--- config.mk ---
export PLATFORM = sky130hd
export DESIGN_NAME = edit_distance_engine
export DESIGN_NICKNAME = d
export VERILOG_FILES = /design/src/hdl/edist_pkg.sv /design/src/hdl/edist_ram.sv /design/src/hdl/edist_cell.sv /design/src/hdl/edit_distance_engine.sv
export SDC_FILE = /design/constraint.sdc
export NUM_CORES = 1
export LEC_CHECK = 0
export BUFFER_PORTS_ARGS = -buffer_cell sky130_fd_sc_hd__buf_4
export CAP_MARGIN = 20
export CORE_ASPECT_RATIO = 0.6
export CORE_MARGIN = 10
export CORE_UTILIZATION = 35
export CTS_CLUSTER_SIZE = 24
export DETAILED_ROUTE_END_ITERATION = 8
export MAX_ROUTING_LAYER = met4
export PLACE_DENSITY_LB_ADDON = 0.3
export SLEW_MARGIN = 0
export SYNTH_ARGS = -nofsm -noshare
export SYNTH_HDL_FRONTEND = slang
export SYNTH_SLANG_ARGS = --single-unit
export TNS_END_PERCENT = 100
--- constraint.sdc ---
create_clock -name clk -period 12.1 [get_ports clk]
set_input_delay 2.42 -clock clk [delete_from_list [all_inputs] [get_ports clk]]
set_output_delay 2.42 -clock clk [all_outputs]
set_load 0.005 [all_outputs]
--- src/hdl/edist_pkg.sv ---
// ----------------------------------------------------------------------------
// Edit distance package
// Shared sizes, item codes, word types and the distance saturation helper.
// ----------------------------------------------------------------------------
package edist_pkg;

  localparam int MAX_CHARS = 32;
  localparam int CHAR_W    = 8;
  localparam int DIST_W    = 6;
  localparam int DIST_MAX  = 63;
  localparam int LEN_W     = $clog2(MAX_CHARS + 1);
  localparam int SRC_AW    = $clog2(MAX_CHARS);
  localparam int COL_DEPTH = MAX_CHARS + 1;
  localparam int COL_AW    = $clog2(COL_DEPTH);

  typedef enum logic [1:0] {
    K_START  = 2'd0,
    K_SOURCE = 2'd1,
    K_TARGET = 2'd2,
    K_FINISH = 2'd3
  } kind_t;

  typedef enum logic [1:0] {
    S_IDLE,
    S_SWEEP,
    S_FINISH
  } state_t;

  typedef struct packed {
    kind_t             kind;
    logic [CHAR_W-1:0] ch;
  } item_t;

  typedef struct packed {
    logic [DIST_W-1:0] distance;
    logic              overflow;
  } result_t;

  function automatic logic [DIST_W-1:0] sat_dist(input logic [LEN_W-1:0] v);
    logic [LEN_W-1:0] s;
    s = v;
    if (LEN_W > DIST_W && v > LEN_W'(DIST_MAX)) s = LEN_W'(DIST_MAX);
    return DIST_W'(s);
  endfunction

endpackage

--- src/hdl/edist_ram.sv ---
// ----------------------------------------------------------------------------
// Edit distance RAM
// Generic memory with one write port and one registered read port.
// ----------------------------------------------------------------------------
module edist_ram #(
  parameter int WIDTH = 8,
  parameter int DEPTH = 32
) (
  input  logic                     clk,
  input  logic                     we,
  input  logic [$clog2(DEPTH)-1:0] waddr,
  input  logic [WIDTH-1:0]         wdata,
  input  logic [$clog2(DEPTH)-1:0] raddr,
  output logic [WIDTH-1:0]         rdata
);

  logic [WIDTH-1:0] mem [DEPTH];

  always_ff @(posedge clk) begin
    if (we) mem[waddr] <= wdata;
    rdata <= mem[raddr];
  end

endmodule

--- src/hdl/edist_cell.sv ---
// ----------------------------------------------------------------------------
// Edit distance cell
// One dynamic-programming cell: diagonal on a match, else one plus the minimum.
// ----------------------------------------------------------------------------
module edist_cell
  import edist_pkg::*;
(
  input  logic [LEN_W-1:0] diag,
  input  logic [LEN_W-1:0] up,
  input  logic [LEN_W-1:0] left,
  input  logic             match,
  output logic [LEN_W-1:0] score
);

  logic [LEN_W-1:0] m1;
  logic [LEN_W-1:0] m2;

  always_comb begin
    m1 = (left < up) ? left : up;
    m2 = (m1 < diag) ? m1 : diag;
    score = match ? diag : LEN_W'(m2 + LEN_W'(1));
  end

endmodule

--- src/hdl/edit_distance_engine.sv ---
// ----------------------------------------------------------------------------
// Edit distance engine
// Stores a source word and sweeps one distance column per target character.
// ----------------------------------------------------------------------------
// Start, source and overflowed words are accepted while busy stays low.
// A target word raises busy for the column sweep, which reads and writes back
//   one column entry per cycle, from entry 0 up to the source length.
// A finish word reads the column memory and shows the result in the cycle after
//   accept, for one cycle, while busy is high; the receiver cannot stall.
// Synchronous reset clears lengths and overflow; memories are not cleared.
module edit_distance_engine
  import edist_pkg::*;
(
  input  logic    clk,
  input  logic    rst,
  input  logic    start,
  input  item_t   item,
  output logic    busy,
  output logic    done,
  output result_t result
);

  state_t            state, state_next;
  logic [LEN_W-1:0]  src_len, src_len_next;
  logic [LEN_W-1:0]  tgt_len, tgt_len_next;
  logic              ovf, ovf_next;
  logic [LEN_W-1:0]  idx, idx_next;
  logic [CHAR_W-1:0] chr, chr_next;
  logic              first, first_next;
  logic [LEN_W-1:0]  diag, diag_next;
  logic [LEN_W-1:0]  left, left_next;

  logic              src_we;
  logic [SRC_AW-1:0] src_waddr;
  logic [SRC_AW-1:0] src_raddr;
  logic [CHAR_W-1:0] src_rdata;
  logic              dp_we;
  logic [COL_AW-1:0] dp_waddr;
  logic [LEN_W-1:0]  dp_wdata;
  logic [COL_AW-1:0] dp_raddr;
  logic [LEN_W-1:0]  dp_rdata;

  logic [LEN_W-1:0]  old;
  logic [LEN_W-1:0]  score;
  logic              last;

  edist_ram #(.WIDTH(CHAR_W), .DEPTH(MAX_CHARS)) u_src_ram (
    .clk   (clk),
    .we    (src_we),
    .waddr (src_waddr),
    .wdata (item.ch),
    .raddr (src_raddr),
    .rdata (src_rdata)
  );

  edist_ram #(.WIDTH(LEN_W), .DEPTH(COL_DEPTH)) u_col_ram (
    .clk   (clk),
    .we    (dp_we),
    .waddr (dp_waddr),
    .wdata (dp_wdata),
    .raddr (dp_raddr),
    .rdata (dp_rdata)
  );

  assign old  = first ? idx : dp_rdata;
  assign last = (idx == src_len);

  edist_cell u_cell (
    .diag  (diag),
    .up    (old),
    .left  (left),
    .match (src_rdata == chr),
    .score (score)
  );

  always_ff @(posedge clk) begin
    if (rst) begin
      state   <= S_IDLE;
      src_len <= '0;
      tgt_len <= '0;
      ovf     <= 1'b0;
    end else begin
      state   <= state_next;
      src_len <= src_len_next;
      tgt_len <= tgt_len_next;
      ovf     <= ovf_next;
    end
    idx   <= idx_next;
    chr   <= chr_next;
    first <= first_next;
    diag  <= diag_next;
    left  <= left_next;
  end

  always_comb begin
    state_next   = state;
    src_len_next = src_len;
    tgt_len_next = tgt_len;
    ovf_next     = ovf;
    idx_next     = idx;
    chr_next     = chr;
    first_next   = first;
    diag_next    = diag;
    left_next    = left;
    src_we       = 1'b0;
    src_waddr    = src_len[SRC_AW-1:0];
    src_raddr    = idx[SRC_AW-1:0];
    dp_we        = 1'b0;
    dp_waddr     = COL_AW'(idx);
    dp_wdata     = score;
    dp_raddr     = COL_AW'(idx);
    done         = 1'b0;
    unique case (state)
      S_IDLE: begin
        if (start) begin
          unique case (item.kind)
            K_START: begin
              src_len_next = '0;
              tgt_len_next = '0;
              ovf_next     = 1'b0;
            end
            K_SOURCE: begin
              if (tgt_len == '0 && src_len < LEN_W'(MAX_CHARS)) begin
                src_we       = 1'b1;
                src_len_next = LEN_W'(src_len + LEN_W'(1));
              end else begin
                ovf_next = 1'b1;
              end
            end
            K_TARGET: begin
              if (tgt_len < LEN_W'(MAX_CHARS)) begin
                tgt_len_next = LEN_W'(tgt_len + LEN_W'(1));
                first_next   = (tgt_len == '0);
                chr_next     = item.ch;
                idx_next     = '0;
                dp_raddr     = '0;
                state_next   = S_SWEEP;
              end else begin
                ovf_next = 1'b1;
              end
            end
            K_FINISH: begin
              dp_raddr   = COL_AW'(src_len);
              state_next = S_FINISH;
            end
            default: ;
          endcase
        end
      end
      S_SWEEP: begin
        dp_we     = 1'b1;
        dp_wdata  = (idx == '0) ? tgt_len : score;
        left_next = dp_wdata;
        diag_next = old;
        idx_next  = LEN_W'(idx + LEN_W'(1));
        dp_raddr  = last ? COL_AW'(idx) : COL_AW'(idx + LEN_W'(1));
        if (last) state_next = S_IDLE;
      end
      S_FINISH: begin
        done       = 1'b1;
        state_next = S_IDLE;
      end
      default: state_next = S_IDLE;
    endcase
  end

  assign busy            = (state != S_IDLE);
  assign result.distance = sat_dist((tgt_len == '0) ? src_len : dp_rdata);
  assign result.overflow = ovf;

endmodule

==> out/summary.txt <==
status - completed
GRT Overall Usage - 16.5%
Core Util, Final - 39.7%
CTS tree - done
Synth area leaders - edfxtp_1, mux2i_1, dfxtp_1, a22oi_1, nor2_1
commonest cells after routing, fill and taps aside - edfxtp_1, nor2_1, a22oi_1, mux2i_1, nand2_1
DR iter-0 viols - 1811
Worst setup SP type - flop
initial antenna violation count - 0
post-DP HPWL - 37200 um
Nets - 1534
Post-Place Cells - 2278
CTS Buffer Depth - 3
critical path arrival - 6.63 ns
Post-synth ARST share - 0%
post-route ant nets - 0
# IOs - 22
Mean Syn Cell Area - 14.4 um^2
final setup fails - 0
Post-Synthesis Net Count - 1535
postcts setup bufs - 0
Total Power - 4.05 mW
share of layout cells above drive strength 1 - 12.3%
hold crit path type - flop to flop
Post-DP Area - 22700 um^2
vias - 13600
period utilisation layout - 52.9%
top cell type's share of synthesized area - 66.7%
maxcap violations - 0
Crit Path Max Fanout - 45
required time of the critical path - 12.33 ns
CP endpoint kind - flop
Slew @ Worst Pin - 1.14 ns
Post-synth EDFFs - 481
CTS Buf Count - 45
min cycle time layout - 6.40 ns
unrepaired setup endpoints after global routing - no
Buffers on Ports - 21
Main synth FF type - edfxtp_1
Clock Latency Late Sink - 0.59 ns
Ant. Diodes - 0
register area share after synthesis - 69.4%
Setup WS post-layout - 5.70 ns
Core Area - 61000 um^2
YS warnings - 0
worst vdd ir - 0.0984 mV
Post-CTS Resized - 0
Residual DRC - 0
Setup CP Type - flop to flop
die area - 72600 um^2
vias in the first global route - 12800
CTS Sinks - 510
Mapped Area - 21700 um^2
Max Clk Rate - 156 MHz
first-pass GRT wire length - 88500 um
synth unique cells - 70
Synth area leader - edfxtp_1
via/cell ratio - 5.77
fillcell total - 5611
flip-flop and latch count after synthesis - 510
total grt overflow - 0
drt pass-1 iters - 5
wire per inst - 25.3 um
post-cts hold buffer count - 0
Routed WL - 59700 um
Clk pin slew, worst setup/hold paths - 0.07 ns
Max Transition Viols Final - 0
RePlAce Congestion - 0.877
final instance count without filler cells - 2361
# rows - 70
PwrDens - 167 nW/um^2
commonest non-fill, non-tap cell in the layout - edfxtp_1
max_slew headroom - 21.8%
Fin Setup TNS - 0 ns
Area Growth Syn to Fin - 11.9%
Die Ht - 213 um
clock skew - 0.0275 ns
Die X - 341 um
depth of the CTS H-tree - 2
Post-Synthesis Cells - 1499
Clock Tree Root - clkbuf_16
pre-CTS WS - 5.59 ns
final instance area - 24200 um^2
largest net degree at the start of global routing - 71
Leak - 7.78 nW
final hold slack - 0.448 ns
Initial Utilization - 35.5%
Final Hold Fails - 0
[where the power goes]
| group | internal, mW | total [mW] | leakage [nW] | switching (mW) |
|---|---|---|---|---|
| Sequential | 2.04 | 2.06 | 4.57 | 0.0162 |
| Clock | 0.813 | 1.47 | 0.723 | 0.659 |
| Combinational | 0.145 | 0.523 | 2.49 | 0.378 |
[final cells by class]
type                       instances  area (um^2)  share of cell area (%)
tap                              828         1040                    4.28
clock buffer                      58         1240                    5.10
sequential                       510        15000                    62.0
multi-input combinational        829         6050                    25.0
clock inverter                    24          246                    1.02
inverter                          58          218                   0.898
timing repair buffer              54          424                    1.75
[flip-flops by register name, indices dropped and copies added, names as in the netlist, 2 cells and up]
signal,flops
u_src_ram.mem,256
u_col_ram.mem,198
chr,8
u_src_ram.rdata,8
diag,6
dp_waddr,6
left,6
src_len,6
tgt_len,6
u_col_ram.rdata,6
state,2
[kinds of logic (layout without fill, tap and decap cells)]
family	Yosys count	in the layout	synth area share, %
fa+ha+maj	23	23	1.33
compound gates	367	367	12.9
buf+inv	160	194	3.12
mux	101	101	5.12
xor+xnor	24	24	1.11
flops	510	510	69.4
simple gates	314	314	7.08
[cells in the mapped netlist (all sizes together) (3+ instances only)]
| cell | instances |
|---|---|
| a2111oi | 48 |
| a211oi | 54 |
| a21o | 6 |
| a21oi | 34 |
| a221oi | 18 |
| a22o | 7 |
| a22oi | 68 |
| a311oi | 30 |
| a31oi | 10 |
| and2 | 3 |
| and3 | 6 |
| and4 | 22 |
| buf | 37 |
| clkbuf | 65 |
| dfxtp | 29 |
| edfxtp | 481 |
| ha | 23 |
| inv | 57 |
| mux2 | 29 |
| mux2i | 67 |
| mux4 | 5 |
| nand2 | 67 |
| nand2b | 4 |
| nand3 | 37 |
| nand3b | 6 |
| nand4 | 23 |
| nor2 | 116 |
| nor2b | 3 |
| nor3 | 13 |
| nor4 | 4 |
| o211ai | 3 |
| o21a | 5 |
| o21ai | 47 |
| o21bai | 3 |
| o31ai | 4 |
| o41ai | 12 |
| or3 | 4 |
| xnor2 | 11 |
| xor2 | 13 |
[metal layers]
layer  share of wire, %  track usage (%)
met1                 49             25.6
met2                 41             21.7
met3                9.7             3.73
met4                1.2             3.08
met5                  0                -
[worst paths after layout]
check | startpoint | endpoint | slack [ns] | depth (start not counted)
setup / recovery | dp_waddr[3] | u_col_ram.mem[13][4] | 5.70 | 19
hold / removal | u_col_ram.mem[32][5] | u_col_ram.rdata[5] | 0.45 | 2
setup reg to reg | dp_waddr[3] | u_col_ram.mem[13][4] | 5.70 | 19
hold reg to reg | u_col_ram.mem[32][5] | u_col_ram.rdata[5] | 0.45 | 2
[worst max-delay path: stages (launching register included)]
cell,delay (ns)
edfxtp_1,0.32
buf_4,0.51
mux2_2,0.32
inv_1,0.06
ha_1,0.28
a21o_1,0.16
a21o_1,0.24
a221oi_4,0.55
mux2_2,0.46
ha_1,0.30
a21o_1,0.18
a21o_1,0.18
a221o_1,0.38
a31oi_1,0.55
o21ai_0,0.17
ha_1,0.26
and3_1,0.20
o21a_1,0.17
o211a_1,0.22
mux2_2,0.51
(Power assumes the default switching activity.)
